==> config.mk <==
export PLATFORM = sky130hd
export DESIGN_NAME = tcwc_front
export DESIGN_NICKNAME = d
export VERILOG_FILES = /design/src/sv/tcwc_pkg.sv /design/src/sv/tcwc_front.sv
export SDC_FILE = /design/constraint.sdc
export NUM_CORES = 2
export LEC_CHECK = 0
export BUFFER_PORTS_ARGS = -buffer_cell sky130_fd_sc_hd__buf_2
export CORE_MARGIN = 2
export CORE_UTILIZATION = 60
export DETAILED_ROUTE_END_ITERATION = 10
export PLACE_DENSITY_LB_ADDON = 0.2
export SLEW_MARGIN = 20
export SYNTH_ARGS = -nofsm -noshare
export SYNTH_HDL_FRONTEND = slang
export SYNTH_SLANG_ARGS = --single-unit
==> constraint.sdc <==
create_clock -name clk_i -period 6.55 [get_ports clk_i]
set_input_delay 1.965 -clock clk_i [delete_from_list [all_inputs] [get_ports clk_i]]
set_output_delay 1.965 -clock clk_i [all_outputs]
set_load 0.05 [all_outputs]
==> src/sv/tcwc_pkg.sv <==
`timescale 1ns / 1ps
// ----------------------------------------------------------------------------
// tcwc_pkg: shared types and constants
// Field widths, default fraction width and the control flags that travel
// with a transaction through the remainder cells.
// ----------------------------------------------------------------------------
package tcwc_pkg;

  localparam int unsigned TIME_W        = 32;
  localparam int unsigned SPEED_W       = 24;
  localparam int unsigned STEP_W        = 24;
  localparam int unsigned PROD_W        = SPEED_W + STEP_W;
  localparam int unsigned FRAC_BITS_DEF = 16;

  typedef struct packed {
    logic neg;      // sum was negative, remainder needs folding
    logic use_mod;  // result comes from the remainder chain
    logic last;     // last track of the batch
  } tcwc_flags_t;

endpackage

==> src/sv/tcwc_front.sv <==
`timescale 1ns / 1ps
// ----------------------------------------------------------------------------
// tcwc_front: advance front end
// Stage A multiplies speed by step; stage B floors the product, adds it to
// the time, resolves the clamp and pass cases and forms the sum magnitude.
// ----------------------------------------------------------------------------
module tcwc_front #(
  parameter int unsigned FRAC_BITS = tcwc_pkg::FRAC_BITS_DEF,
  parameter int unsigned MAG_W     = 33
) (
  input  logic                                   clk_i,
  input  logic                                   rst_ni,
  input  logic                                   valid_i,
  output logic                                   ready_o,
  input  logic [tcwc_pkg::TIME_W-1:0]            old_time_i,
  input  logic signed [tcwc_pkg::SPEED_W-1:0]    play_speed_i,
  input  logic [tcwc_pkg::STEP_W-1:0]            step_length_i,
  input  logic [tcwc_pkg::TIME_W-1:0]            track_length_i,
  input  logic                                   occupied_i,
  input  logic                                   looping_i,
  input  logic                                   last_track_i,
  output logic                                   valid_o,
  input  logic                                   ready_i,
  output logic [MAG_W-1:0]                       mag_o,
  output logic [tcwc_pkg::TIME_W-1:0]            dur_o,
  output logic [tcwc_pkg::TIME_W-1:0]            pass_o,
  output tcwc_pkg::tcwc_flags_t                  flags_o
);

  localparam int unsigned SUM_W = MAG_W + 1;
  localparam int unsigned DEL_W = tcwc_pkg::PROD_W - FRAC_BITS;

  // stage A
  logic                                 a_valid_q;
  logic                                 a_ready;
  logic signed [tcwc_pkg::PROD_W-1:0]   prod_q;
  logic [tcwc_pkg::TIME_W-1:0]          a_old_q, a_dur_q;
  logic                                 a_occ_q, a_loop_q, a_last_q;
  logic signed [tcwc_pkg::PROD_W-1:0]   prod_d;

  // stage B
  logic                                 b_valid_q;
  logic                                 ready_o_b;
  logic signed [tcwc_pkg::PROD_W-1:0]   prod_sh;
  logic signed [DEL_W-1:0]              delta;
  logic signed [SUM_W-1:0]              sum, dur_s, neg_sum;
  logic [tcwc_pkg::TIME_W-1:0]          pass_d;
  logic [MAG_W-1:0]                     mag_d;

  assign prod_d = $signed({{tcwc_pkg::STEP_W{play_speed_i[tcwc_pkg::SPEED_W-1]}}, play_speed_i})
                * $signed({{tcwc_pkg::SPEED_W{1'b0}}, step_length_i});

  assign a_ready   = !a_valid_q || ready_o_b;
  assign ready_o_b = !b_valid_q || ready_i;
  assign ready_o   = a_ready;

  always_ff @(posedge clk_i or negedge rst_ni) begin
    if (!rst_ni) begin
      a_valid_q <= 1'b0;
    end else if (a_ready) begin
      a_valid_q <= valid_i;
    end
  end

  always_ff @(posedge clk_i) begin
    if (a_ready && valid_i) begin
      prod_q   <= prod_d;
      a_old_q  <= old_time_i;
      a_dur_q  <= track_length_i;
      a_occ_q  <= occupied_i;
      a_loop_q <= looping_i;
      a_last_q <= last_track_i;
    end
  end

  // arithmetic shift floors toward minus infinity
  assign prod_sh = prod_q >>> FRAC_BITS;
  assign delta   = prod_sh[DEL_W-1:0];
  assign sum     = $signed({{(SUM_W - tcwc_pkg::TIME_W){1'b0}}, a_old_q})
                 + SUM_W'(delta);
  assign dur_s   = $signed({{(SUM_W - tcwc_pkg::TIME_W){1'b0}}, a_dur_q});
  assign neg_sum = -sum;
  assign mag_d   = sum[SUM_W-1] ? neg_sum[MAG_W-1:0] : sum[MAG_W-1:0];

  always_comb begin
    if (!a_occ_q) begin
      pass_d = a_old_q;
    end else if (a_dur_q == '0) begin
      pass_d = '0;
    end else if (sum[SUM_W-1]) begin
      pass_d = '0;
    end else if (sum > dur_s) begin
      pass_d = a_dur_q;
    end else begin
      pass_d = sum[tcwc_pkg::TIME_W-1:0];
    end
  end

  always_ff @(posedge clk_i or negedge rst_ni) begin
    if (!rst_ni) begin
      b_valid_q <= 1'b0;
    end else if (ready_o_b) begin
      b_valid_q <= a_valid_q;
    end
  end

  always_ff @(posedge clk_i) begin
    if (ready_o_b && a_valid_q) begin
      mag_o           <= mag_d;
      dur_o           <= a_dur_q;
      pass_o          <= pass_d;
      flags_o.neg     <= sum[SUM_W-1];
      flags_o.use_mod <= a_occ_q && a_loop_q && (a_dur_q != '0);
      flags_o.last    <= a_last_q;
    end
  end

  assign valid_o = b_valid_q;

endmodule

==> results list <==
- Status: finished, violations left
- The final reports fail on negative setup slack.
* Post-route worst setup slack: -1.59 ns
* Number of hold violations in the final report: 0
* Post-route fraction of the period consumed by the critical path: 124%
* Clock Root Buffer: sky130_fd_sc_hd__clkbuf_16
* Total of fill cells in the finished design: 3460
- For the worst-skew pair, the clock arrives at the later sink with an insertion delay of 0.51 ns.
- Number of flops mapped to enable cells by yosys: 199
- Using the TritonRoute via totals, the vias-per-cell ratio works out to 5.58.
* Number of DRC markers after the initial detailed-route iteration: 1660
- Data arrival time at the worst-slack endpoint: 8.40 ns
- Gate count of the mapped netlist: 2912
- After legalization and detailed placement, the total HPWL measured 65200 um.
* Total track usage: 31.6%
- Counting the buffers created by CTS gives 19.
- Proportion of layout cells with a drive suffix above 1: 19.2%
- Synthesis produced a netlist with a net count of 3771.
* Measured slew at the worst slew-check pin: 1.14 ns
* Max-slew violations: 0
- Cell accounting for the most synthesized area: sky130_fd_sc_hd__fa_1
- Initial Utilization: 60.8%
* Critical path start-end classification: in -> reg
* Number of design rule violations left after detail routing: 0
- Total Routed Length: 77800 um
* Warnings from Yosys: 0
- Port-buffer cells: 220
- GRT Residual Overflow: 0
- Setup violations remaining at the end of the flow were counted as 32.
- After detailed placement, the total cell area comes to 0.0324 mm2.
* Area growth from synthesis to layout: 17.1%
- Library cells used by synthesis: 72
- Post-synth top area share: 33.3%
- Number of nets with antenna violations after detailed routing: 0
- In this run the number of H-tree levels came out at 1.
* Post-Layout Cell Count: 3916
* Crit start category: input pin
- Synthesis inferred 201 register bits.
- Hold/Removal Path Class: reg -> reg
- Entering global routing, the biggest net connects 66 pins.
- The tool flagged a number of max-cap violations equal to 0.
- In the final routed layout, each cell accounts on average for 19.9 um.
- In this run the mean area of a mapped cell was 9.95 um2.
* Worst slack on hold paths: 0.422 ns
- The via count of the first global-routing pass was 23400.
- 221 I/O pins were placed.
- Core area: 0.0476 mm2
- Crit path required time: 6.80 ns
* Clock Pin Slew Worst Setup and Hold Paths: 0.06 ns
* Total die area: 0.0500 mm2
- Die Width: 224 um
* Synth top area cells: sky130_fd_sc_hd__fa_1 33%, sky130_fd_sc_hd__edfxtp_1 21%, sky130_fd_sc_hd__ha_1 11%
- For this run, the top clock speed supported by timing is 123 MHz.
- Iteration count of the initial detailed-routing pass: 5
- Worst-case clock buffer depth: 3
* CTS tree: yes
- Final critical delay including setup and external delays: 8.14 ns
- For this run, asynchronously set or reset flops after synthesis account for 0.995%.
- The number of antenna violations at the first check in global routing is 0.
- In this run the worst path has a maximum fanout of 6.
- Of the synthesized area, sequential elements account for 20.8%.
- Placed cells: 3856
* Unrepaired setup endpoints after global routing: yes
- Num rows: 80
* Final cell area excluding filler cells: 0.0339 mm2
- CP Capture Type: flop
- RD Place Congestion: 0.964
* Number of sinks handled by clock tree synthesis: 201
* Final net count: 4146
- The first global-routing pass estimated 123000 um of wire.
- Across all layers, the routed design uses 21900 vias.
- Setup clock skew after layout: 0.0271 ns
* Area of the mapped netlist: 0.0290 mm2
* Worst max-slew margin expressed relative to the limit: 23.6%
- Primary FF master, synth: sky130_fd_sc_hd__edfxtp_1
- Die outline height: 224 um
==> layer usage <==
metal,global-route usage (%),vias to the layer above,part of all wire (%)
met1,41.3,10800,40
met4,11.6,2,4.0
li1,-,9871,-
met5,0,-,0.0064
met2,54.3,967,48
met3,4.05,189,7.5
==> timing repair <==
item / in CTS / in global routing
pin swaps: 40 / 42
setup endpoints to repair: 32 / 32
hold buffers: 0 / 0
setup buffers: 14 / 11
cloned: 0 / 1
gates resized for setup: 108 / 73
==> cell usage after synthesis, drive strengths merged (2+ instances only) <==
library cell	count
xnor2	62
a221o	4
o211ai	8
and3	7
o2111ai	3
ha	258
or2	6
nand2b	26
nor2	55
or4b	2
o41ai	2
dfrtp	2
mux2i	30
a21o	40
inv	625
nor3	13
a211o	5
o21a	10
o21ai	45
a211oi	12
o31ai	12
a2111oi	4
fa	482
edfxtp	199
nor2b	25
buf	9
nand3b	5
o21bai	3
nand2	313
a31oi	17
nor4	16
nand4	20
and2	286
clkbuf	111
o32ai	2
a21boi	2
or3	6
a21oi	77
o22ai	31
xor2	30
nand3	24
and4	6
or4	3
==> registers in the layout, indices dropped and copies added (netlist names) <==
register	cells
dur_o	32
mag_o	33
valid_o	1
a_dur_q	32
a_valid_q	1
pass_o	32
a_occ_q	1
flags_o	3
a_loop_q	1
a_old_q	32
prod_q	32
a_last_q	1
==> cells by family after synthesis <==
logic type	count (synthesis)	share of synthesized area [%]
compound gates	289	6.67
xor+xnor	92	2.78
fa+ha+maj	740	44.5
buf+inv	745	9.73
flops	201	20.8
mux	30	1.04
simple gates	815	14.5
==> final timing paths <==
check | start | end | slack, ns | cells after the start
max | step_length_i[14] | prod_q[33] | -1.59 | 24
min | a_last_q | flags_o[0] | 0.42 | 0
max reg2reg | a_old_q[4] | pass_o[1] | 0.67 | 15
min reg2reg | a_last_q | flags_o[0] | 0.42 | 0
max in group asynchronous | rst_ni | valid_o | 5.22 | 1
min in group asynchronous | rst_ni | a_valid_q | 1.23 | 1
==> critical path, stage by stage <==
cell and delay [ns]:
sky130_fd_sc_hd__buf_6 0.12, sky130_fd_sc_hd__and2_4 0.16, sky130_fd_sc_hd__fa_1 0.52, sky130_fd_sc_hd__inv_1 0.05, sky130_fd_sc_hd__fa_1 0.49, sky130_fd_sc_hd__fa_1 0.54
sky130_fd_sc_hd__inv_2 0.04, sky130_fd_sc_hd__fa_1 0.48, sky130_fd_sc_hd__inv_2 0.04, sky130_fd_sc_hd__fa_1 0.53, sky130_fd_sc_hd__fa_1 0.44, sky130_fd_sc_hd__fa_1 0.54
sky130_fd_sc_hd__inv_2 0.05, sky130_fd_sc_hd__ha_4 0.24, sky130_fd_sc_hd__and2_4 0.14, sky130_fd_sc_hd__a221o_1 0.34, sky130_fd_sc_hd__a2111oi_2 0.30, sky130_fd_sc_hd__nor2_1 0.10
sky130_fd_sc_hd__or3_4 0.42, sky130_fd_sc_hd__a221oi_4 0.34, sky130_fd_sc_hd__nor2b_1 0.09, sky130_fd_sc_hd__nor2_1 0.14, sky130_fd_sc_hd__nor2b_1 0.06, sky130_fd_sc_hd__o31a_1 0.24
==> metrics by stage <==
| step | worst slack [ns] | TNS (ns) | util [%] |
|---|---|---|---|
| 2_1_floorplan | -1.89 | -41.43 | - |
| 3_3_place_gp | -2.15 | -57.13 | 68.0 |
| 3_5_place_dp | -2.26 | -58.93 | 68.0 |
| 4_1_cts | -1.56 | -39.01 | 70.3 |
| 5_1_grt | -1.86 | -46.80 | 71.1 |
| 6_report | -1.59 | -40.98 | 71.2 |
==> cell usage in the layout (no fill, tap or decap), drive strengths merged, types with 16 or more instances in the layout <==
master / instances
inv: 627
fa: 482
buf: 470
nand2: 313
and2: 286
ha: 258
edfxtp: 199
a21oi: 77
xnor2: 62
nor2: 55
o21ai: 45
a21o: 40
o22ai: 31
xor2: 30
mux2i: 30
nand2b: 26
nor2b: 25
clkbuf: 25
nand3: 24
nand4: 20
a31oi: 17
nor4: 16
==> layout make-up <==
cell class	count	area, um2	share of cell area [%]
Multi-Input combinational cell	1966	20600	60.7
Sequential cell	201	6030	17.8
Antenna cell	1	2.50	0.00738
Clock buffer	21	483	1.42
Timing Repair Buffer	474	3560	10.5
Clock inverter	13	139	0.410
Tap cell	615	769	2.27
Inverter	625	2350	6.92
Power is not shown: default switching activity piles up to over one toggle a cycle in this logic, so the estimate is an artifact.
