[src/sv/tcwc_pkg.sv]
`timescale 1ns / 1ps
// ----------------------------------------------------------------------------
// tcwc_pkg: shared types and constants
// Field widths, default fraction width and the control flags that travel
// with a transaction through the remainder cells.
// ----------------------------------------------------------------------------
package tcwc_pkg;

  localparam int unsigned TIME_W        = 32;
  localparam int unsigned SPEED_W       = 24;
  localparam int unsigned STEP_W        = 24;
  localparam int unsigned PROD_W        = SPEED_W + STEP_W;
  localparam int unsigned FRAC_BITS_DEF = 16;

  typedef struct packed {
    logic neg;      // sum was negative, remainder needs folding
    logic use_mod;  // result comes from the remainder chain
    logic last;     // last track of the batch
  } tcwc_flags_t;

endpackage

[src/sv/tcwc_mod_cell.sv]
`timescale 1ns / 1ps
// ----------------------------------------------------------------------------
// tcwc_mod_cell: one restoring remainder cell
// Subtracts the duration shifted by SHIFT when it fits, then registers.
// ----------------------------------------------------------------------------
module tcwc_mod_cell #(
  parameter int unsigned MAG_W = 33,
  parameter int unsigned SHIFT = 0
) (
  input  logic                          clk_i,
  input  logic                          rst_ni,
  input  logic                          valid_i,
  output logic                          ready_o,
  input  logic [MAG_W-1:0]              rem_i,
  input  logic [tcwc_pkg::TIME_W-1:0]   dur_i,
  input  logic [tcwc_pkg::TIME_W-1:0]   pass_i,
  input  tcwc_pkg::tcwc_flags_t         flags_i,
  output logic                          valid_o,
  input  logic                          ready_i,
  output logic [MAG_W-1:0]              rem_o,
  output logic [tcwc_pkg::TIME_W-1:0]   dur_o,
  output logic [tcwc_pkg::TIME_W-1:0]   pass_o,
  output tcwc_pkg::tcwc_flags_t         flags_o
);

  logic             valid_q;
  logic [MAG_W-1:0] dur_ext, rem_d;

  assign dur_ext = {{(MAG_W - tcwc_pkg::TIME_W){1'b0}}, dur_i};
  assign rem_d   = ((rem_i >> SHIFT) >= dur_ext) ? rem_i - (dur_ext << SHIFT) : rem_i;
  assign ready_o = !valid_q || ready_i;

  always_ff @(posedge clk_i or negedge rst_ni) begin
    if (!rst_ni) begin
      valid_q <= 1'b0;
    end else if (ready_o) begin
      valid_q <= valid_i;
    end
  end

  always_ff @(posedge clk_i) begin
    if (ready_o && valid_i) begin
      rem_o   <= rem_d;
      dur_o   <= dur_i;
      pass_o  <= pass_i;
      flags_o <= flags_i;
    end
  end

  assign valid_o = valid_q;

endmodule

[config.mk]
export PLATFORM = sky130hd
export DESIGN_NAME = tcwc_mod_cell
export DESIGN_NICKNAME = d
export VERILOG_FILES = /design/src/sv/tcwc_pkg.sv /design/src/sv/tcwc_mod_cell.sv
export SDC_FILE = /design/constraint.sdc
export NUM_CORES = 1
export LEC_CHECK = 0
export BUFFER_PORTS_ARGS = -buffer_cell sky130_fd_sc_hd__buf_2
export CORE_MARGIN = 8
export CORE_UTILIZATION = 50
export CTS_CLUSTER_DIAMETER = 150
export DETAILED_ROUTE_END_ITERATION = 7
export PLACE_DENSITY = 0.81
export REMOVE_ABC_BUFFERS = 1
export SETUP_SLACK_MARGIN = 0.05
export SYNTH_ARGS = -nofsm -noshare
export SYNTH_HDL_FRONTEND = slang
export SYNTH_SLANG_ARGS = --single-unit
[constraint.sdc]
create_clock -name clk_i -period 4.45 [get_ports clk_i]
set_input_delay 0.89 -clock clk_i [delete_from_list [all_inputs] [get_ports clk_i]]
set_output_delay 0.89 -clock clk_i [all_outputs]
set_load 0.005 [all_outputs]
==> flow_metrics.tcl, run 1 <==
set metrics [dict create \
    worstPathRequired_ps 4540 \
    placed_cells 782 \
    path_clk_slew_ps 70 \
    overflow 0 \
    rsz0062_at_grt "false" \
    yosysMostFrequentCell "edfxtp_1" \
    yosysWarnings 0 \
    postCtsHoldBufs 0 \
    grt_max_degree 66 \
    first_global_vias 4472 \
    io_buffer_count 205 \
    fin_ws_ps 961 \
    cts_sinks 101 \
    yosysSeqAreaShare_pct 53.7 \
    synthFlopType "edfxtp_1" \
    synth_area_leaders "edfxtp_1 (53%), mux2_4 (7.2%), ha_1 (7.1%)" \
    initial_utilization_pct 51.6 \
    cp.depth 12 \
    final_cells 798 \
    maxCapViolCount 0 \
    nFillCells 845 \
    whs_ps 305 \
    outcome "finished, final reports clean" \
    cts_buffers 9 \
    maxClockFrequency_mhz 287 \
    power.density_nw_per_um2 361 \
    globalplace.congestion 0.922 \
    critPathBufInv 3 \
    postSynthCellCount 447 \
    die_w_um 122 \
    power_mw 2.55 \
    tns_ps 0 \
    slew_headroom_pct 44.9 \
    slowest_stage "a31oi_4" \
    finalSetupViolCount 0 \
    root_buffer "clkbuf_16" \
    diodes 0 \
    finalClockSkew_ps 7.34 \
    post-route-period-util_pct 78.4 \
    drv_slew 0 \
    tightest_slew_ps 826 \
    synth_area_per_cell_um2 12.6 \
    dieArea_um2 14900 \
    core_um2 10900 \
    cp_top_family "compound AO/OA/AOI/OAI gates" \
    path_max_fanout 12 \
    p_leak_nw 3.20 \
    ff2ff_path_depth 3 \
    wl_mm 15.2 \
    avgViaCountPerCell 5.46 \
    synth_area_um2 5640 \
    core.rowCount 38 \
    preCtsSetupSlack_ps 601 \
    drt_iter0_drc 361 \
    wl_per_cell_um 19.0 \
    cts_tree "done" \
    vias 4354 \
    dieHeight_um 122 \
    synth_top_cell_by_area "edfxtp_1" \
    htree_levels 3 \
    cp_cell_sequence "buf_2 > inv_1 > ha_1 > a21oi_2 > nand2_1 > o211ai_2 > o2bb2ai_1 > a21o_2 > nand4b_4 > a31oi_4 > buf_4 > mux2_4" \
    critPathKind "in -> reg" \
    async_flop_share_pct 0.990 \
    drt-pass1-iter-count 4 \
    antenna_found_initial 0 \
    cpPeakStageDelay_ps 460 \
    ys_seq_elements 101 \
    drive_above_1_share_pct 41.5 \
    synth_top_area_share_pct 53.3 \
    num_io_pins 206 \
    cts_resized 0 \
    arrival_ps 3580 \
    grt_usage_pct 19.5 \
    final_hold_viol_count 0 \
    cts_setup_buffers 0 \
    hp-class "in -> async" \
    synth_edf_count 100 \
    clock_latency_ps 340 \
    synthToLayoutAreaGrowth_pct 25.2 \
    grt_pass1_wl_mm 22.8 \
    final_nets 790 \
    synth_common_cells "edfxtp_1 (100), inv_1 (42), a21oi_1 (33)" \
    ant_nets 0 \
    peakVddDrop_v 0.000204 \
    cts_buffer_depth 2 \
    start_kind "input pin" \
    fin_crit_ps 3490 \
    ys_types 64 \
    drc 0 \
    cp-end-kind "flip-flop" \
    hpwl_mm 12.1 \
]
## stage by stage
stage          cell area, um2  util [%]
5_1_grt                  7060      64.6
2_1_floorplan            5520         -
3_3_place_gp             6760      61.9
3_5_place_dp             6760      61.9
4_1_cts                  7060      64.6
6_report                 7060      64.6
## metal layers
metal | GRT usage (%) | vias up | part of all wire [%]
met5 | 0 | - | 0
met4 | 6.70 | 0 | 1.6
met3 | 5.60 | 15 | 9.3
met2 | 36.6 | 186 | 52
met1 | 20.4 | 2076 | 37
li1 | - | 2077 | -
## power breakdown
| group | internal, mW | switching [mW] | total [mW] |
|---|---|---|---|
| registers | 1.14 | 0.0155 | 1.16 |
| clock network | 0.442 | 0.359 | 0.800 |
| logic | 0.286 | 0.307 | 0.593 |
| total | 1.87 | 0.682 | 2.55 |
## cell type report
cell class	count	area, um2	share of cell area [%]
clock buffers	10	229	3.24
clock inverters	6	70.1	0.992
inverters	43	161	2.29
multi-input cells	288	2340	33.1
flip-flops and latches	101	3030	42.9
well taps	140	175	2.48
repair buffers	210	1060	15.1
## placed cells by master, fill, tap and decap left out, types with 6 or more instances in the layout
cell type / instances
buf_2: 205
edfxtp_1: 100
inv_1: 42
a21oi_1: 33
ha_1: 32
mux2_4: 27
nand2_1: 23
nor2_1: 18
a21o_1: 18
o21ai_0: 17
xnor2_1: 16
xor2_1: 12
clkbuf_16: 9
a21oi_2: 6
o211ai_1: 6
a31oi_1: 6
## sequential cells by signal, summed over array words and instances, names as in the netlist
name / cells
dur_o: 32
flags_o: 3
pass_o: 32
rem_o: 33
valid_o: 1
## worst register-to-register path, stage by stage, from the launching register on
cell,delay [ps]
dfrtp_1,390
nand2b_1,120
and2_4,710
buf_4,440
## cell families after synthesis
kind of cell               count (synthesis)  share of synthesized area [%]
DFF                                      101                           53.7
xor gates and xnor gates                  28                           4.35
muxes                                     31                           7.97
buffers and inverters                     58                           4.93
adders and majority gates                 33                           7.46
and+or+nand+nor                           82                           7.92
AOI/OAI and AO/OA                        114                           13.7
## worst paths after layout
kind	start	to	slack (ps)
worst max-delay path	dur_i[6]	rem_o[12]	960
worst min-delay path	rst_ni	valid_o	310
worst max register to register	valid_o	rem_o[12]	2470
worst min register to register	valid_o	valid_o	560
max in group asynchronous	rst_ni	valid_o	4060
min in group clk_i	valid_o	valid_o	560
Note: power is estimated with default switching activity, not from simulation.
==> run 2, diff against run 1 <==
Settings changed: ABC_AREA from default to 1, CORE_UTILIZATION 50 to 47, PLACE_DENSITY 0.81 to 0.78.
Clock period 4.45 ns to 3 ns, I/O delays scaled along.
==> run 2 against run 1 <==
- register-to-register slack worse by 860 ps
- highest routed layer unchanged
- first-iteration DRC count is 2.2% lower
- combinational power is 49% higher
- final area is 12% higher
- hold slack worse by 300 ps
==> flow_metrics.tcl, run 2 <==
set metrics [dict create \
    final_cell_mix "nand2_1 (328), buf_2 (205), inv_1 (167)" \
    cts_buffer_depth 2 \
    cts_resized 0 \
    yosysWarnings 0 \
    path_clk_slew_ps 70 \
    num_io_pins 206 \
    synth_area_leaders "edfxtp_1 (47%), nand2_1 (19%), inv_1 (9.9%)" \
    antenna_found_initial 0 \
    synth_top_family_by_area "simple AND/OR/NAND/NOR gates" \
    drive_above_1_share_pct 24.2 \
    largest_reg_flops 33 \
    drc 0 \
    synth_top_area_share_pct 47.4 \
    nFillCells 1198 \
    final_nets 1156 \
    rsz0062_at_grt "false" \
    dieArea_um2 17400 \
    synthSimpleGateAreaFrac_pct 30.1 \
    overflow 0 \
    wl_per_cell_um 15.2 \
    synth_area_per_cell_um2 7.87 \
    synthMuxAreaShare_pct 0 \
    cts_setup_buffers 0 \
    dieHeight_um 132 \
    final_cells 1200 \
    path_max_fanout 4 \
    arrival_ps 2510 \
    async_flop_share_pct 0.990 \
    synthAdderAreaFrac_pct 6.64 \
    wl_mm 18.2 \
    globalplace.congestion 0.886 \
    slew_headroom_pct 71.4 \
    worstPathRequired_ps 3110 \
    ant_nets 0 \
    synth_top_cell_by_area "edfxtp_1" \
    postCtsHoldBufs 0 \
    core.rowCount 42 \
    synthToLayoutAreaGrowth_pct 25.0 \
    cts_buffers 9 \
    avgViaCountPerCell 4.79 \
    first_global_vias 5702 \
    die_w_um 132 \
    outcome "finished, final reports clean" \
    postSynthCellCount 805 \
    yosysSeqAreaShare_pct 47.8 \
    drt_iter0_drc 353 \
    synth_edf_count 100 \
    cts_tree "done" \
    top_regs "rem_o: 33 flops, dur_o: 32 flops, pass_o: 32 flops" \
    cp-end-kind "flip-flop" \
    start_kind "input pin" \
    drt-pass1-iter-count 6 \
    core_um2 13200 \
    grt_pass1_wl_mm 29.3 \
    finalSetupViolCount 0 \
    ys_seq_elements 101 \
    whs_ps 9.48 \
    synth_compound_area_share_pct 1.98 \
    yosysMostFrequentCell "nand2_1" \
    synth_common_cells "nand2_1 (328), inv_1 (167), edfxtp_1 (100)" \
    initial_utilization_pct 48.0 \
    final_common_cell "nand2_1" \
    tns_ps 0 \
    ys_types 28 \
    finalClockSkew_ps 5.24 \
    post-route-period-util_pct 79.9 \
    io_buffer_count 205 \
    vias 5745 \
    cts_sinks 101 \
    htree_levels 3 \
    peakVddDrop_v 0.000234 \
    p_leak_nw 4.34 \
    drv_slew 0 \
    critPathKind "in -> reg" \
    maxCapViolCount 0 \
    hpwl_mm 14.8 \
    clock_latency_ps 350 \
    synth_area_um2 6330 \
    maxClockFrequency_mhz 417 \
    hp-class "in -> async" \
    diodes 0 \
    tightest_slew_ps 428 \
    largest-register "rem_o" \
    synthFlopType "edfxtp_1" \
    root_buffer "clkbuf_16" \
    power.density_nw_per_um2 477 \
    regArea_um2 3030 \
    synth_xor_area_share_pct 2.07 \
    grt_max_degree 69 \
    placed_cells 1184 \
    final_hold_viol_count 0 \
    fin_crit_ps 2400 \
    multi_input_area_um2 2590 \
    grt_usage_pct 20.7 \
]
run 2: cell count changes after synthesis, moves of 18 or more:
cell and delta:
inv_1 +125, a21o_1 -18, nand3_1 +24, nand2_1 +305, nand4_1 +30, mux2_4 -27
run 2: final timing paths:
| kind | from | cells past startpoint | end | slack, ps |
|---|---|---|---|---|
| worst max-delay path | rem_i[0] | 17 | rem_o[32] | 600 |
| worst min-delay path | rst_ni | 1 | valid_o | 9 |
| worst max register to register | valid_o | 2 | dur_o[31] | 1610 |
| worst min register to register | valid_o | 2 | valid_o | 580 |
| max in group asynchronous | rst_ni | 1 | valid_o | 2910 |
| min in group clk_i | flags_i[1] | 1 | flags_o[1] | 420 |
run 2: kinds of logic (layout without fill, tap and decap cells):
family          Yosys count  after routing
xor+xnor                 15             15
simple gates            449            449
compound gates           24             24
flops                   101            101
buf+inv                 183            402
fa+ha+maj                33             33
run 2: area by class of cell:
type,instances,share of cell area [%]
inverters,170,8.06
multi-input cells,521,32.8
well taps,176,2.78
repair buffers,216,14.3
clock inverters,6,0.885
flip-flops and latches,101,38.3
clock buffers,10,2.89
run 2: critical path: stages:
cell and delay [ps]:
buf_2 110, inv_1 50, ha_1 140, inv_1 100, fa_1 440, nand3_1 110
nand3_1 140, nand2_1 90, nand2_1 130, nand2_1 90, nand2_1 130, nand2_1 120
nand2_1 60, nand2_1 60, nand2_1 40, nand2_1 70, inv_2 30
run 2: routing by layer:
metal  global-route usage (%)  up-vias  share of wire [%]
met2                     34.1      223                 46
met3                     5.79       20                8.7
met4                     5.74        0                1.9
met1                     26.2     2548                 43
li1                         -     2954                  -
met5                        0        -                  0
run 2: power by group:
part	internal (mW)	total, mW	switching [mW]
Sequential	1.69	1.71	0.0222
Clock	0.655	1.18	0.526
Combinational	0.333	0.886	0.553
run 2: metrics by stage:
step | setup WS, ps | utilization, % | power [mW] | cell area (um2)
3_3_place_gp | 287 | 57.7 | 2.61 | 7610
2_1_floorplan | -3060 | - | 2.28 | 6250
4_1_cts | 626 | 60.0 | 3.81 | 7910
5_1_grt | 446 | 60.0 | 3.99 | 7910
6_report | 602 | 60.0 | 3.78 | 7910
3_5_place_dp | 263 | 57.7 | 2.63 | 7610
==> run 3, diff against run 2 <==
Clock period 3 ns to 2.2 ns, I/O delays scaled along.
==> run 3 against run 2 <==
- sequential power rose by 36%
- routed wire length grew 3.4%
- clock-buffer cell count did not move
- first-iteration DRC count rose by 16%
- die area stayed put
- worst setup slack lost 450 ps
- combinational power increased by 61%
- sequential cell count unchanged
- core utilization is 5.5 points higher
- critical path type unchanged
==> flow_metrics.tcl, run 3 (synthesis gave the netlist of run 2 again) <==
set metrics [dict create \
    cpPeakStageDelay_ps 370 \
    fin_crit_ps 2050 \
    cp_cell_sequence "buf_2 > inv_1 > ha_1 > nand2_1 > nor2_1 > inv_1 > nor3_1 > nand2_4 > buf_12 > nand4_1 > nand2_1" \
    drt-pass1-iter-count 5 \
    maxClockFrequency_mhz 488 \
    path_clk_slew_ps 80 \
    p_leak_nw 4.80 \
    clock_latency_ps 350 \
    final_common_cell "nand2_1" \
    cts_setup_buffers 0 \
    drive_above_1_share_pct 30.6 \
    fin_ws_ps 150 \
    min_path_cells 1 \
    largest-register "rem_o" \
    preCtsSetupSlack_ps -243 \
    cp-end-kind "flip-flop" \
    drv_slew 0 \
    vias 6058 \
    critPathBufInv 4 \
    arrival_ps 2160 \
    placed_area_um2 8310 \
    globalplace.congestion 0.931 \
    fin_util_pct 65.5 \
    final_hold_viol_count 0 \
    power_mw 5.30 \
    ant_nets 0 \
    cts_sinks 101 \
    grt_pass1_wl_mm 30.2 \
    cts_tree "done" \
    drt_iter0_drc 410 \
    nFillCells 1176 \
    drc 0 \
    die_w_um 132 \
    hpwl_mm 15.2 \
    wl_per_cell_um 14.6 \
    post-route-period-util_pct 93.2 \
    holdCritStartpoint "pass_i[8]" \
    worstPathRequired_ps 2310 \
    avgViaCountPerCell 4.71 \
    whs_ps 253 \
    dieHeight_um 132 \
    first_global_vias 6002 \
    final_cells 1287 \
    finalSetupViolCount 0 \
    top_regs "rem_o: 33 flops, dur_o: 32 flops, pass_o: 32 flops" \
    diodes 0 \
    start_kind "input pin" \
    io_buffer_count 205 \
    initial_utilization_pct 48.0 \
    core.rowCount 42 \
    htree_levels 3 \
    synthToLayoutAreaGrowth_pct 36.4 \
    cp_top_family "simple AND/OR/NAND/NOR gates" \
    final_cell_mix "nand2_1 (326), buf_2 (205), inv_1 (167)" \
    dieArea_um2 17400 \
    rsz0062_at_grt "true" \
    antenna_found_initial 0 \
    wl_mm 18.8 \
    core_um2 13200 \
    num_io_pins 206 \
    critPathKind "in -> reg" \
    cp.depth 11 \
    hp-class "in -> reg" \
    cts_buffer_depth 2 \
    final_nets 1243 \
    slowest_stage "ha_1" \
    root_buffer "clkbuf_16" \
    power.density_nw_per_um2 614 \
    grt_usage_pct 21.4 \
    path_max_fanout 15 \
    overflow 0 \
    tns_ps 0 \
    slew_headroom_pct 72.7 \
    maxCapViolCount 0 \
    outcome "finished, final reports clean" \
    placed_cells 1270 \
    tightest_slew_ps 410 \
    grt_max_degree 70 \
    crit_start "dur_i[24]" \
    reg2reg_from "valid_o" \
    cts_buffers 9 \
    finalClockSkew_ps 7.43 \
    largest_reg_flops 33 \
    ff2ff_path_depth 2 \
    peakVddDrop_v 0.000334 \
    postLayoutCellArea_um2 8630 \
]
## run 3: cell types whose count changed in the layout (fill, tap and decap cells not counted), moves of 2 or more
| cell | previous run | this run |
|---|---|---|
| buf_4 | 9 | 91 |
| buf_12 | 2 | 6 |
| clkinv_4 | 0 | 4 |
| clkinvlp_4 | 2 | 0 |
| nand2_1 | 328 | 326 |
| nor3_1 | 7 | 5 |
| nor3_2 | 1 | 3 |
## run 3: what timing repair did
action / CTS / global route
resized for setup: 0 / 7
hold buffers: 1 / 0
endpoints found under the setup margin: 0 / 15
endpoints found under the hold margin: 1 / 0
## run 3: final timing paths
path | end | slack, ps
worst max-delay path | rem_o[26] | 150
worst min-delay path | pass_o[8] | 250
worst max register to register | rem_o[30] | 830
worst min register to register | valid_o | 580
max in group asynchronous | valid_o | 1740
min in group asynchronous | valid_o | 380
## run 3: metal layers
| layer | vias to the layer above | share of wire (%) | track usage, % |
|---|---|---|---|
| met5 | - | 0 | 0 |
| met4 | 0 | 1.5 | 6.32 |
| met3 | 20 | 8.4 | 5.95 |
| met2 | 225 | 47 | 36.0 |
| met1 | 2681 | 43 | 26.3 |
| li1 | 3132 | - | - |
## run 3: where the power goes
| part | leakage (nW) | internal, mW | switching [mW] |
|---|---|---|---|
| logic | 3.69 | 0.628 | 0.806 |
| registers | 0.967 | 2.30 | 0.0316 |
| clock network | 0.141 | 0.792 | 0.746 |
| total | 4.80 | 3.72 | 1.58 |
## run 3: cell type report
cell class | count | area, um2 | share of cell area [%]
flip-flops and latches | 101 | 3030 | 35.1
well taps | 176 | 220 | 2.55
clock buffers | 10 | 229 | 2.65
clock inverters | 6 | 57.6 | 0.667
multi-input cells | 521 | 2620 | 30.4
repair buffers | 303 | 1840 | 21.3
inverters | 170 | 638 | 7.39
